### config.mk
export PLATFORM = sky130hd
export DESIGN_NAME = btb_two_bit_branch_predictor_unit
export DESIGN_NICKNAME = d
export VERILOG_FILES = /design/src/hw/rtl/btbp_pkg.sv /design/src/hw/rtl/btb_two_bit_branch_predictor_unit.sv /design/src/hw/rtl/btbp_cell.sv
export SDC_FILE = /design/constraint.sdc
export NUM_CORES = 1
export LEC_CHECK = 0
export BUFFER_PORTS_ARGS = -buffer_cell sky130_fd_sc_hd__buf_2
export CAP_MARGIN = 20
export CORE_MARGIN = 8
export CORE_UTILIZATION = 55
export CTS_BUF_LIST = sky130_fd_sc_hd__clkbuf_4
export CTS_CLUSTER_SIZE = 28
export DETAILED_ROUTE_END_ITERATION = 10
export GPL_ROUTABILITY_DRIVEN = 0
export PLACE_DENSITY = 0.75
export SLEW_MARGIN = 10
export SYNTH_ARGS = -nofsm -noshare
export SYNTH_HDL_FRONTEND = slang
export SYNTH_HIERARCHICAL = 1
export SYNTH_SLANG_ARGS = --single-unit
### constraint.sdc
create_clock -name clk -period 3.6 [get_ports clk]
set_input_delay 0.54 -clock clk [delete_from_list [all_inputs] [get_ports clk]]
set_output_delay 0.54 -clock clk [all_outputs]
set_load 0.01 [all_outputs]
### src/hw/rtl/btbp_pkg.sv
`default_nettype none

package btbp_pkg;

	localparam int unsigned ENTRIES = 16;
	localparam int unsigned PC_W    = 32;
	localparam int unsigned OFF_W   = 16;
	localparam int unsigned CNT_W   = 32;

	typedef logic [PC_W-1:0] pc_t;
	typedef logic [1:0]      ctr_t;

	localparam ctr_t CTR_MIN = 2'd0;
	localparam ctr_t CTR_MAX = 2'd3;

	// Search beat handed from cell to cell.
	typedef struct packed {
		pc_t  pc;
		logic taken;
		logic claimed;   // an earlier cell already owns this branch
		logic hit;
		logic mis;       // prediction disagreed with the outcome
	} tok_t;

	// Two-bit saturating counter step toward the outcome.
	function automatic ctr_t ctr_next(input ctr_t c, input logic tk);
		ctr_t n;
		n = c;
		if (tk) begin
			if (c != CTR_MAX) n = c + 2'd1;
		end else begin
			if (c != CTR_MIN) n = c - 2'd1;
		end
		return n;
	endfunction

endpackage

`default_nettype wire

### src/hw/rtl/btb_two_bit_branch_predictor_unit.sv
// The search beat walks the cell chain one entry per cycle, then its flags are
// registered into the result; a new beat is taken after the result leaves.
// Reset (arst_n, async, active low): table empty, counters and totals zero,
// no beat in flight; entry addresses are written on allocation only.
`default_nettype none

module btb_two_bit_branch_predictor_unit (
	input  wire logic                       clk,
	input  wire logic                       arst_n,
	input  wire logic                       in_valid,
	output logic                            in_ready,
	input  wire logic [btbp_pkg::PC_W-1:0]  branch_pc,
	input  wire logic                       taken,
	input  wire logic signed [btbp_pkg::OFF_W-1:0] branch_offset,
	output logic                            out_valid,
	input  wire logic                       out_ready,
	output logic                            mispredict,
	output logic [btbp_pkg::PC_W-1:0]       redirect_pc,
	output logic [btbp_pkg::PC_W-1:0]       branch_target,
	output logic                            table_hit,
	output logic                            table_full,
	output logic [btbp_pkg::CNT_W-1:0]      correct_total,
	output logic [btbp_pkg::CNT_W-1:0]      wrong_total
);
	import btbp_pkg::*;

	// Control: one branch in the block at a time.
	logic busy_q;
	logic out_vld_q;
	logic in_fire;
	logic out_fire;

	// Result registers.
	logic            mis_q;
	pc_t             redir_q;
	pc_t             target_q;
	logic            hit_q;
	logic            full_q;
	logic [CNT_W-1:0] correct_q;
	logic [CNT_W-1:0] wrong_q;

	// Cell chain links; link 0 is the incoming beat, link ENTRIES the exit.
	tok_t               link [ENTRIES+1];
	logic [ENTRIES:0]   link_vld;

	pc_t  off_bytes;
	tok_t exit_tok;

	assign in_ready = !busy_q;
	assign in_fire  = in_valid && in_ready;
	assign out_fire = out_vld_q && out_ready;

	// Word offset to bytes, sign extended.
	assign off_bytes = {{(PC_W-OFF_W-2){branch_offset[OFF_W-1]}}, branch_offset, 2'b00};

	always_comb begin
		link[0]         = '0;
		link[0].pc      = branch_pc;
		link[0].taken   = taken;
		link[0].claimed = 1'b0;
		link[0].hit     = 1'b0;
		link[0].mis     = taken;   // unclaimed at the end: table full, predicted not taken
	end
	assign link_vld[0] = in_fire;

	for (genvar g = 0; g < ENTRIES; g++) begin : g_cell
		btbp_cell u_cell (
			.clk       (clk),
			.arst_n    (arst_n),
			.tok_vld_i (link_vld[g]),
			.tok_i     (link[g]),
			.tok_vld_o (link_vld[g+1]),
			.tok_o     (link[g+1])
		);
	end

	assign exit_tok = link[ENTRIES];

	always_ff @(posedge clk or negedge arst_n) begin
		if (!arst_n) begin
			busy_q    <= 1'b0;
			out_vld_q <= 1'b0;
			correct_q <= '0;
			wrong_q   <= '0;
		end else begin
			if (in_fire) begin
				busy_q <= 1'b1;
			end else if (out_fire) begin
				busy_q <= 1'b0;
			end

			if (link_vld[ENTRIES]) begin
				out_vld_q <= 1'b1;
				if (exit_tok.mis) begin
					wrong_q <= wrong_q + CNT_W'(1);
				end else begin
					correct_q <= correct_q + CNT_W'(1);
				end
			end else if (out_fire) begin
				out_vld_q <= 1'b0;
			end
		end
	end

	// Payload registers: target on entry, flags when the beat leaves the chain.
	always_ff @(posedge clk) begin
		if (in_fire) target_q <= branch_pc + PC_W'(4) + off_bytes;
		if (link_vld[ENTRIES]) begin
			mis_q   <= exit_tok.mis;
			redir_q <= exit_tok.mis ? exit_tok.pc : '0;
			hit_q   <= exit_tok.hit;
			full_q  <= !exit_tok.claimed;
		end
	end

	assign out_valid     = out_vld_q;
	assign mispredict    = mis_q;
	assign redirect_pc   = redir_q;
	assign branch_target = target_q;
	assign table_hit     = hit_q;
	assign table_full    = full_q;
	assign correct_total = correct_q;
	assign wrong_total   = wrong_q;

`ifndef SYNTHESIS
	a_one_beat: assert property (@(posedge clk) disable iff (!arst_n)
		$countones(link_vld) <= 1)
		else $error("more than one beat in the cell chain");

	a_ready_idle: assert property (@(posedge clk) disable iff (!arst_n)
		in_ready |-> (!out_vld_q && link_vld[ENTRIES:1] == '0))
		else $error("ready while a branch is in flight");

	a_one_total: assert property (@(posedge clk) disable iff (!arst_n)
		link_vld[ENTRIES] |=> (CNT_W'(correct_q + wrong_q) ==
			CNT_W'($past(correct_q) + $past(wrong_q) + CNT_W'(1))))
		else $error("totals did not advance by exactly one");

	a_hit_full: assert property (@(posedge clk) disable iff (!arst_n)
		out_vld_q |-> !(hit_q && full_q))
		else $error("hit and full together");
`endif

endmodule

`default_nettype wire

### src/hw/rtl/btbp_cell.sv
`default_nettype none

// One table entry. Looks at the passing beat, claims it on a match or,
// when still unused, allocates itself; then hands the beat on.
module btbp_cell (
	input  wire logic          clk,
	input  wire logic          arst_n,
	input  wire logic          tok_vld_i,
	input  wire btbp_pkg::tok_t tok_i,
	output logic               tok_vld_o,
	output btbp_pkg::tok_t     tok_o
);
	import btbp_pkg::*;

	logic used_q;
	pc_t  addr_q;
	ctr_t ctr_q;
	logic tok_vld_q;
	tok_t tok_q;

	logic match;
	logic alloc;
	tok_t tok_nx;

	assign match = tok_vld_i && !tok_i.claimed && used_q && (addr_q == tok_i.pc);
	assign alloc = tok_vld_i && !tok_i.claimed && !used_q;

	always_comb begin
		tok_nx = tok_i;
		if (match) begin
			tok_nx.claimed = 1'b1;
			tok_nx.hit     = 1'b1;
			tok_nx.mis     = ctr_q[1] != tok_i.taken;
		end else if (alloc) begin
			tok_nx.claimed = 1'b1;
			tok_nx.mis     = tok_i.taken;  // fresh entry predicts not taken
		end
	end

	always_ff @(posedge clk or negedge arst_n) begin
		if (!arst_n) begin
			used_q    <= 1'b0;
			ctr_q     <= CTR_MIN;
			tok_vld_q <= 1'b0;
		end else begin
			tok_vld_q <= tok_vld_i;
			if (match) begin
				ctr_q <= ctr_next(ctr_q, tok_i.taken);
			end else if (alloc) begin
				used_q <= 1'b1;
				ctr_q  <= ctr_next(CTR_MIN, tok_i.taken);
			end
		end
	end

	always_ff @(posedge clk) begin
		tok_q <= tok_nx;
		if (alloc) addr_q <= tok_i.pc;
	end

	assign tok_vld_o = tok_vld_q;
	assign tok_o     = tok_q;

endmodule

`default_nettype wire
==> results of run 1 <==
## state kept, by name, indices dropped and copies added (netlist names)
signal,count
g_cell.u_cell/tok_o,575
g_cell.u_cell/addr_q,512
branch_target,32
correct_total,32
g_cell.u_cell/ctr_q,32
redirect_pc,32
wrong_total,32
g_cell.u_cell/tok_vld_o,16
g_cell.u_cell/used_q,16
busy_q,1
mispredict,1
out_valid,1
table_full,1
table_hit,1
## how the worst max path moves through the flow
stage / from / end / slack, ns / cells past startpoint
2_1_floorplan: in_valid / g_cell[0].u_cell/tok_o[0] / 0.02 / 7
3_3_place_gp: branch_pc[3] / branch_target[23] / 0.31 / 10
5_1_grt: branch_pc[3] / branch_target[19] / 0.57 / 11
4_1_cts: branch_pc[3] / branch_target[23] / 0.84 / 10
3_5_place_dp: branch_pc[3] / branch_target[23] / 0.19 / 9
6_report: branch_pc[3] / branch_target[23] / 0.62 / 10
## routing by layer
layer / wire length (um) / vias to the layer above
met5: 0 / -
met3: 4050 / 227
li1: - / 12400
met2: 46000 / 754
met4: 2600 / 0
met1: 36400 / 12800
## worst register-to-register path, stage by stage (launching register included)
cell and delay [ns]:
dfrtp_2 0.60, and2b_2 0.30, nand4_4 0.24, nor3_4 0.61, nand3b_2 0.23, nor2_1 0.16
xor2_1 0.15
## cell type report
type / count / share of cell area [%]
sequential: 1284 / 61.7
multi-input combinational: 1690 / 24.4
clock buffer: 488 / 7.03
timing repair buffer: 252 / 3.00
tap: 1070 / 2.57
clock inverter: 77 / 0.886
inverter: 45 / 0.324
antenna: 4 / 0.0192
## power by group
group          leakage (nW)  internal, mW  switching (mW)
Clock                  2.47          6.61            5.37
Combinational          6.23         0.627           0.765
Sequential             11.8          15.8           0.475
Total                  20.5          23.0            6.61
==> key figures, run 1 <==
Routing
  – Final ANT Viol Nets: 0
  – Via count: 26100
  – DR pass1 iterations: 5
  – Initial drt markers: 1732
  – Drt wl/cell: 18.1 um
  – DRC viols: 0
  – Final Routed Wirelength: 89100 um
  – Drt via density: 5.33

Final layout
  – Most frequent cells in the layout: 579 x edfxtp_1, 575 x dfxtp_1, 509 x xor2_1
  – Commonest non-fill, non-tap cell in the layout: edfxtp_1
  – Area Overhead vs Synth: 15.5%
  – Final Core Density: 63.9%
  – Reg area: 0.0322 mm^2
  – Filler-free cell count of the finished design: 4910
  – Fillers: 5777
  – Final nets: 3703
  – Area occupied by multi-input gates: 0.0127 mm^2
  – Final Cell Area: 0.0521 mm^2
  – Share of cells above drive strength 1: 21.2%

Pwr
  – Pwr Total: 29.6 mW
  – VDD IR max: 0.359 mV
  – Lkg Pwr: 20.5 nW
  – P per Cell Area: 569 mW/mm^2

Min path
  – Min-delay worst type: input port to flip-flop
  – Worst Hold End: branch_target[7]
  – Hold Path Stages: 4
  – HP Start: branch_offset[5]

Critical path
  – Data required, critical path: 4.44 ns
  – Flop2flop setup slack: 1.22 ns
  – Largest stage delay on the critical path: 0.54 ns
  – WS Path Type: input port to flip-flop
  – Crit path capture type: flip-flop
  – Reg2reg end: correct_total[30]
  – Top cell by count, worst path: ha_1
  – Worst Path Arrival: 3.81 ns
  – R2r worst-path depth: 6
  – Worst path slowest cell: dlygate4sd3_1
  – Reg-to-reg startpoint: g_cell[15].u_cell/tok_vld_o
  – Top delay family on crit path: compound AO/OA/AOI/OAI gates
  – Crit-path cells: dlygate4sd3_1 > buf_2 > ha_1 > ha_1 > fa_1 > a21o_1 > and4_1 > o31ai_1 > a21oi_1 > a2111oi_1
  – Crit path buf inv count: 2
  – CP Launch Type: input port
  – Critical path peak fanout: 4

Timing
  – Final setup TNS: 0 ns
  – Slew Limit Fails: 0
  – Crit path time final: 2.98 ns
  – Final hold violation count: 0
  – PnR worst setup slack: 0.623 ns
  – RSZ-0062 raised after global routing: no
  – Slew margin rel.: 47.8%
  – Peak Freq: 336 MHz
  – Clk_skew: 0.0677 ns
  – Slew @ Worst Pin: 0.783 ns
  – Tcrit/Tclk final: 82.7%
  – Hold WS: 0.137 ns
  – Setup-violating endpoint count in the final report: 0

Global route
  – Met3 global-route usage: 4.01%
  – Vias in the first global route: 27600
  – First-pass GRT wire length: 144000 um
  – GRT overflow: 0
  – Initial antenna violation count: 2
  – Gr busiest metal: met2
  – Pin count of the biggest net entering global routing: 75
  – Gr usage total: 19.5%
  – M2 GR Usage: 33.7%
  – GRT met1 Usage: 23.4%

Clock network
  – TritonCTS clock tree: done
  – Clock sinks: 1284
  – Clock transition at path regs: 0.07 ns
  – Post-CTS setup buffers: 0
  – Cts repair resizes: 0
  – Root Driver: clkbuf_4
  – Num CTS Buffers: 317
  – Clock latency on the worst-skew pair: 1.08 ns
  – CTS Buffer Depth: 4
  – # hold bufs at CTS: 46
  – H-tree depth: 5

Floorplan
  – Die area: 0.0914 mm^2
  – Initial Util: 55.3%
  – Rows: 105
  – Die span in y: 302 um
  – Number of I/O pins: 186
  – Core Area: 0.0816 mm^2
  – Die Width: 302 um

Logic synthesis
  – Mapped Cells: 3029
  – Synthesized cell area: 0.0451 mm^2
  – Syn_area_per_cell: 14.9 um^2
  – Yosys warning count: 6

Placed design
  – PortBufs: 185
  – Inst Count DP: 4295
  – Placed Area: 0.0475 mm^2
  – Post-DP HPWL: 63800 um
  – DP Worst Slack: 0.193 ns

Flow run
  – Maxcap violations: 0

Run status
  – Outcome: completed
Note: power is estimated with default switching activity, not from simulation.
==> inputs of run 2 (changes only) <==
--- a/config.mk
+++ b/config.mk
@@ -5,6 +5,7 @@
 export SDC_FILE = /design/constraint.sdc
 export NUM_CORES = 1
 export LEC_CHECK = 0
+export ABC_AREA = 1
 export BUFFER_PORTS_ARGS = -buffer_cell sky130_fd_sc_hd__buf_2
 export CAP_MARGIN = 20
 export CORE_MARGIN = 8
==> constraint.sdc (replaced) <==
create_clock -name clk -period 2.5 [get_ports clk]
set_input_delay 0.375 -clock clk [delete_from_list [all_inputs] [get_ports clk]]
set_output_delay 0.375 -clock clk [all_outputs]
set_load 0.01 [all_outputs]
==> run 2 against run 1 <==
  * Cell count up 71%
  * Count of clock-buffer cells in the layout up 12
  * Highest routed layer unchanged
  * Via count up 55%
  * Register-to-register slack worse by 0.63 ns
  * Largest power group unchanged
  * Utilization about the same
  * Die area up 20%
  * Cell area up 21%
  * Largest cell class unchanged
  * Worst hold slack better by 0.038 ns
  * Total power up 58%
  * Sequential power up 50%
==> key figures, run 2 <==
Final layout
  – Reg area: 0.0322 mm^2
  – Most frequent cells in the layout: 2112 x nand2_1, 1107 x inv_1, 579 x edfxtp_1
  – Commonest non-fill, non-tap cell in the layout: nand2_1
  – Share of cells above drive strength 1: 16.4%
  – Max reg flops: 575
  – Area occupied by multi-input gates: 0.0183 mm^2
  – Area Overhead vs Synth: 14.9%
  – Final nets: 6979
  – Final Cell Area: 0.0628 mm^2
  – Fillers: 7923

Min path
  – Min-delay worst type: input port to flip-flop

Pwr
  – VDD IR max: 0.411 mV
  – Lkg Pwr: 30.8 nW
  – P per Cell Area: 743 mW/mm^2

Run status
  – Outcome: completed

Critical path
  – Data required, critical path: 2.12 ns
  – Critical path peak fanout: 6
  – Worst path slowest cell: dfrtp_1
  – Top delay family on crit path: flip-flops
  – CP Launch Type: flip-flop
  – Worst Path Arrival: 1.85 ns
  – Largest stage delay on the critical path: 0.45 ns
  – Crit path capture type: primary output
  – Crit path buf inv count: 1
  – Crit-path cells: buf_2
  – WS Path Type: flip-flop to primary output

Global route
  – GRT met1 Usage: 27.9%
  – First-pass GRT wire length: 202000 um
  – Vias in the first global route: 40300
  – M2 GR Usage: 38.3%
  – Met3 global-route usage: 5.13%
  – GRT overflow: 0
  – Pin count of the biggest net entering global routing: 49
  – Gr usage total: 22.4%
  – Gr busiest metal: met2
  – Initial antenna violation count: 1

Timing
  – Slew margin rel.: 56.5%
  – Peak Freq: 450 MHz
  – RSZ-0062 raised after global routing: no
  – Setup-violating endpoint count in the final report: 0
  – Tcrit/Tclk final: 88.9%
  – Slew Limit Fails: 0
  – Final hold violation count: 0
  – Hold WS: 0.175 ns
  – Clk_skew: 0.106 ns
  – Final setup TNS: 0 ns
  – Slew @ Worst Pin: 0.647 ns
  – Crit path time final: 2.22 ns
  – PnR worst setup slack: 0.278 ns

Floorplan
  – Die area: 0.110 mm^2
  – Initial Util: 55.6%
  – Number of I/O pins: 186
  – Rows: 115
  – Core Area: 0.0984 mm^2
  – Die Width: 331 um
  – Die span in y: 331 um

Logic synthesis
  – Yosys warning count: 6
  – Synthesized cell area: 0.0547 mm^2
  – Mapped Cells: 6219
  – Syn_area_per_cell: 8.80 um^2

Clock network
  – Clock latency on the worst-skew pair: 1.15 ns
  – Num CTS Buffers: 333
  – Root Driver: clkbuf_4
  – CTS Buffer Depth: 4
  – Clock sinks: 1284
  – Cts repair resizes: 0
  – Clock transition at path regs: 0.06 ns
  – TritonCTS clock tree: done
  – H-tree depth: 5

Flow run
  – Maxcap violations: 0

Routing
  – Drt via density: 4.81
  – Initial drt markers: 2924
  – Final Routed Wirelength: 125000 um
  – DR pass1 iterations: 5
  – Drt wl/cell: 14.8 um
  – Via count: 40500
  – DRC viols: 0
  – Final ANT Viol Nets: 0

Placed design
  – DP Worst Slack: 0.00968 ns
  – Placed Area: 0.0577 mm^2
  – Post-DP HPWL: 92400 um
  – PortBufs: 185
==> run 2: what timing repair did <==
| action | 4_1_cts | 5_1_grt |
|---|---|---|
| endpoints found under the hold margin | 235 | 0 |
| hold buffers | 94 | 0 |
| buffers inserted | 0 | 0 |
==> run 2: stage by stage <==
step / total power [mW] / std cells / utilization (%)
after floorplan: 27.5 / 6220 / -
after global placement: 29.1 / 7724 / 58.6
after detailed placement: 29.2 / 7724 / 58.6
after CTS: 47.2 / 8412 / 63.9
after global routing: 49.1 / 8414 / 63.9
final: 46.7 / 8414 / 63.9
==> run 2: layer usage <==
metal | up-vias | part of all wire (%)
li1 | 20500 | -
met1 | 18500 | 42
met2 | 1212 | 48
met3 | 262 | 7.0
met4 | 0 | 2.7
met5 | - | 0
==> run 2: worst paths after layout <==
path                                               from                     endpoint  slack, ns  cells after the start
max                                    correct_total[3]             correct_total[3]       0.28                      1
min                                               taken    g_cell[0].u_cell/tok_o[0]       0.18                      4
max reg2reg                g_cell[14].u_cell/addr_q[25]   g_cell[14].u_cell/ctr_q[0]       0.59                      9
min reg2reg                 g_cell[10].u_cell/tok_o[18]  g_cell[11].u_cell/tok_o[18]       0.32                      0
max in group asynchronous                        arst_n    g_cell[8].u_cell/ctr_q[0]       1.80                      4
min in group asynchronous                        arst_n              wrong_total[22]       0.36                      4
==> run 2: layout make-up <==
cell class                 count  share of cell area, %
sequential                  1284                   51.2
tap                         1287                   2.56
clock buffer                 500                   5.97
clock inverter                94                  0.755
antenna                        2                0.00796
multi-input combinational   3787                   29.1
inverter                    1144                   6.85
timing repair buffer         316                   3.61
==> run 2: power breakdown <==
group	internal (mW)	switching, mW
clock network	9.55	8.21
registers	23.4	1.06
logic	1.58	2.88
total	34.6	12.1
==> inputs of run 3 (changes only) <==
--- a/config.mk
+++ b/config.mk
@@ -15,6 +15,7 @@
 export DETAILED_ROUTE_END_ITERATION = 10
 export GPL_ROUTABILITY_DRIVEN = 0
 export PLACE_DENSITY = 0.75
+export SETUP_SLACK_MARGIN = 0.5
 export SLEW_MARGIN = 10
 export SYNTH_ARGS = -nofsm -noshare
 export SYNTH_HDL_FRONTEND = slang
==> run 3 against run 2 <==
  * Cell count grew 0.82%
  * Cell area up 1.7%
  * Clock skew is 0.027 ns lower
  * Fmax increased by 3.5%
  * Die area stayed put
  * Utilization rose by 1.1 points
  * Via count grew 2.3%
  * Worst setup slack gained 0.075 ns
  * Register-to-register slack got worse by 0.02 ns
  * Count of clock-buffer cells in the layout increased by 4
  * Sequential cell count unchanged
  * Worst hold slack got worse by 0.038 ns
  * Critical path type unchanged
==> key figures, run 3 (synthesis results as in run 2) <==
Critical path
  – Crit-path cells: buf_2
  – Crit path buf inv count: 1
  – Largest stage delay on the critical path: 0.45 ns
  – Critical path peak fanout: 4
  – Data required, critical path: 2.12 ns
  – Worst path slowest cell: dfrtp_1
  – Crit path capture type: primary output
  – WS Path Type: flip-flop to primary output
  – CP Launch Type: flip-flop
  – Worst Path Arrival: 1.77 ns
  – Top delay family on crit path: flip-flops

Floorplan
  – Die area: 0.110 mm^2
  – Rows: 115
  – Die Width: 331 um
  – Number of I/O pins: 186
  – Core Area: 0.0984 mm^2
  – Die span in y: 331 um
  – Initial Util: 55.6%

Run status
  – Outcome: completed

Timing
  – Tcrit/Tclk final: 85.9%
  – Final setup TNS: 0 ns
  – Clk_skew: 0.0790 ns
  – RSZ-0062 raised after global routing: yes
  – Hold WS: 0.137 ns
  – Slew Limit Fails: 0
  – Peak Freq: 466 MHz
  – Crit path time final: 2.15 ns
  – Setup-violating endpoint count in the final report: 0
  – Final hold violation count: 0
  – Slew margin rel.: 50.1%
  – Slew @ Worst Pin: 0.748 ns

Pwr
  – Switching portion of total power: 26.1%
  – Combinational power share: 10.1%
  – Clock Power Share: 38.1%
  – VDD IR max: 0.415 mV
  – Part of the power in registers: 51.8%
  – Net Switching: 12.3 mW
  – P_int: 34.9 mW
  – Pwr Total: 47.2 mW
  – P per Cell Area: 739 mW/mm^2
  – Lkg Pwr: 31.2 nW

Final layout
  – Most frequent cells in the layout: 2109 x nand2_1, 1104 x inv_1, 579 x edfxtp_1
  – Fillers: 7680
  – Final Core Density: 64.9%
  – Share of cells above drive strength 1: 17.8%
  – Area Overhead vs Synth: 16.8%
  – Max reg flops: 575
  – Final nets: 7046
  – Commonest non-fill, non-tap cell in the layout: nand2_1

Flow run
  – Maxcap violations: 0

Global route
  – M2 GR Usage: 38.7%
  – GRT overflow: 0
  – Gr usage total: 22.6%
  – Gr busiest metal: met2
  – Pin count of the biggest net entering global routing: 62
  – Met3 global-route usage: 5.10%
  – Vias in the first global route: 40800
  – First-pass GRT wire length: 204000 um
  – Initial antenna violation count: 3
  – GRT met1 Usage: 28.0%

Min path
  – Min-delay worst type: input port to flip-flop

Routing
  – DRC viols: 0
  – Final Routed Wirelength: 128000 um
  – Drt wl/cell: 15.1 um
  – Final ANT Viol Nets: 0
  – Drt via density: 4.88
  – DR pass1 iterations: 6
  – Via count: 41400
  – Initial drt markers: 3151

Clock network
  – Num CTS Buffers: 335
  – Clock sinks: 1284
  – Root Driver: clkbuf_4
  – TritonCTS clock tree: done
  – Clock latency on the worst-skew pair: 1.15 ns
  – CTS Buffer Depth: 4
  – Clock transition at path regs: 0.08 ns
  – H-tree depth: 5

Placed design
  – PortBufs: 185
  – Post-DP HPWL: 93300 um
## run 3: worst paths after layout
| check | startpoint | endpoint | slack (ns) | cells past startpoint |
|---|---|---|---|---|
| worst max-delay path | wrong_total[27] | wrong_total[27] | 0.35 | 1 |
| worst min-delay path | in_valid | busy_q | 0.14 | 4 |
| worst max register to register | wrong_total[1] | wrong_total[22] | 0.57 | 9 |
| worst min register to register | g_cell[10].u_cell/tok_o[33] | g_cell[11].u_cell/tok_o[33] | 0.34 | 0 |
| max in group asynchronous | arst_n | g_cell[9].u_cell/ctr_q[0] | 1.34 | 4 |
| min in group asynchronous | arst_n | wrong_total[5] | 0.37 | 3 |
## run 3: timing repair
action                                  in CTS  in global routing
endpoints found under the hold margin      236                  0
hold buffers                                91                  0
resized for setup                           93                 21
buffers inserted                            64                 12
pin swaps                                    0                  5
endpoints found under the setup margin     133                149
## run 3: power groups by stage
stage                     combinational (mW)  clock, mW  sequential, mW
after CTS                               4.68       18.5            24.5
after global routing                    5.31       19.6            24.6
after global placement                  4.19          0            24.9
after detailed placement                4.32          0            24.9
after floorplan                         2.79          0            24.7
final                                   4.77       18.0            24.5
## run 3: final cells by class
type                            instances  area, um^2  share of cell area (%)
Clock buffer                          504        3780                    5.92
Inverter                             1144        4300                    6.73
Tap cell                             1287        1610                    2.52
Multi-Input combinational cell       3787       18400                    28.8
Antenna cell                            4        10.0                  0.0157
Sequential cell                      1284       32200                    50.3
Timing Repair Buffer                  381        3140                    4.91
Clock inverter                         92         502                   0.785
## run 3: routing by layer
metal	vias up	routed length [um]
met2	1340	61800
met1	19200	53800
met5	-	0
met4	0	3620
li1	20600	-
met3	275	9020
## run 3: tightest hold or removal path, stage by stage
cell	delay, ns
dlygate4sd3_1	0.51
buf_2	0.16
nand2_2	0.10
nand2_1	0.08
## run 3: through the flow
step	instance area (um^2)	setup WS, ns	std cells
finish	63900	0.353	8483
global route	63900	0.259	8482
CTS	63700	0.233	8467
detailed placement	57700	0.0982	7716
global placement	57700	0.137	7716
floorplan	54800	0.428	6220
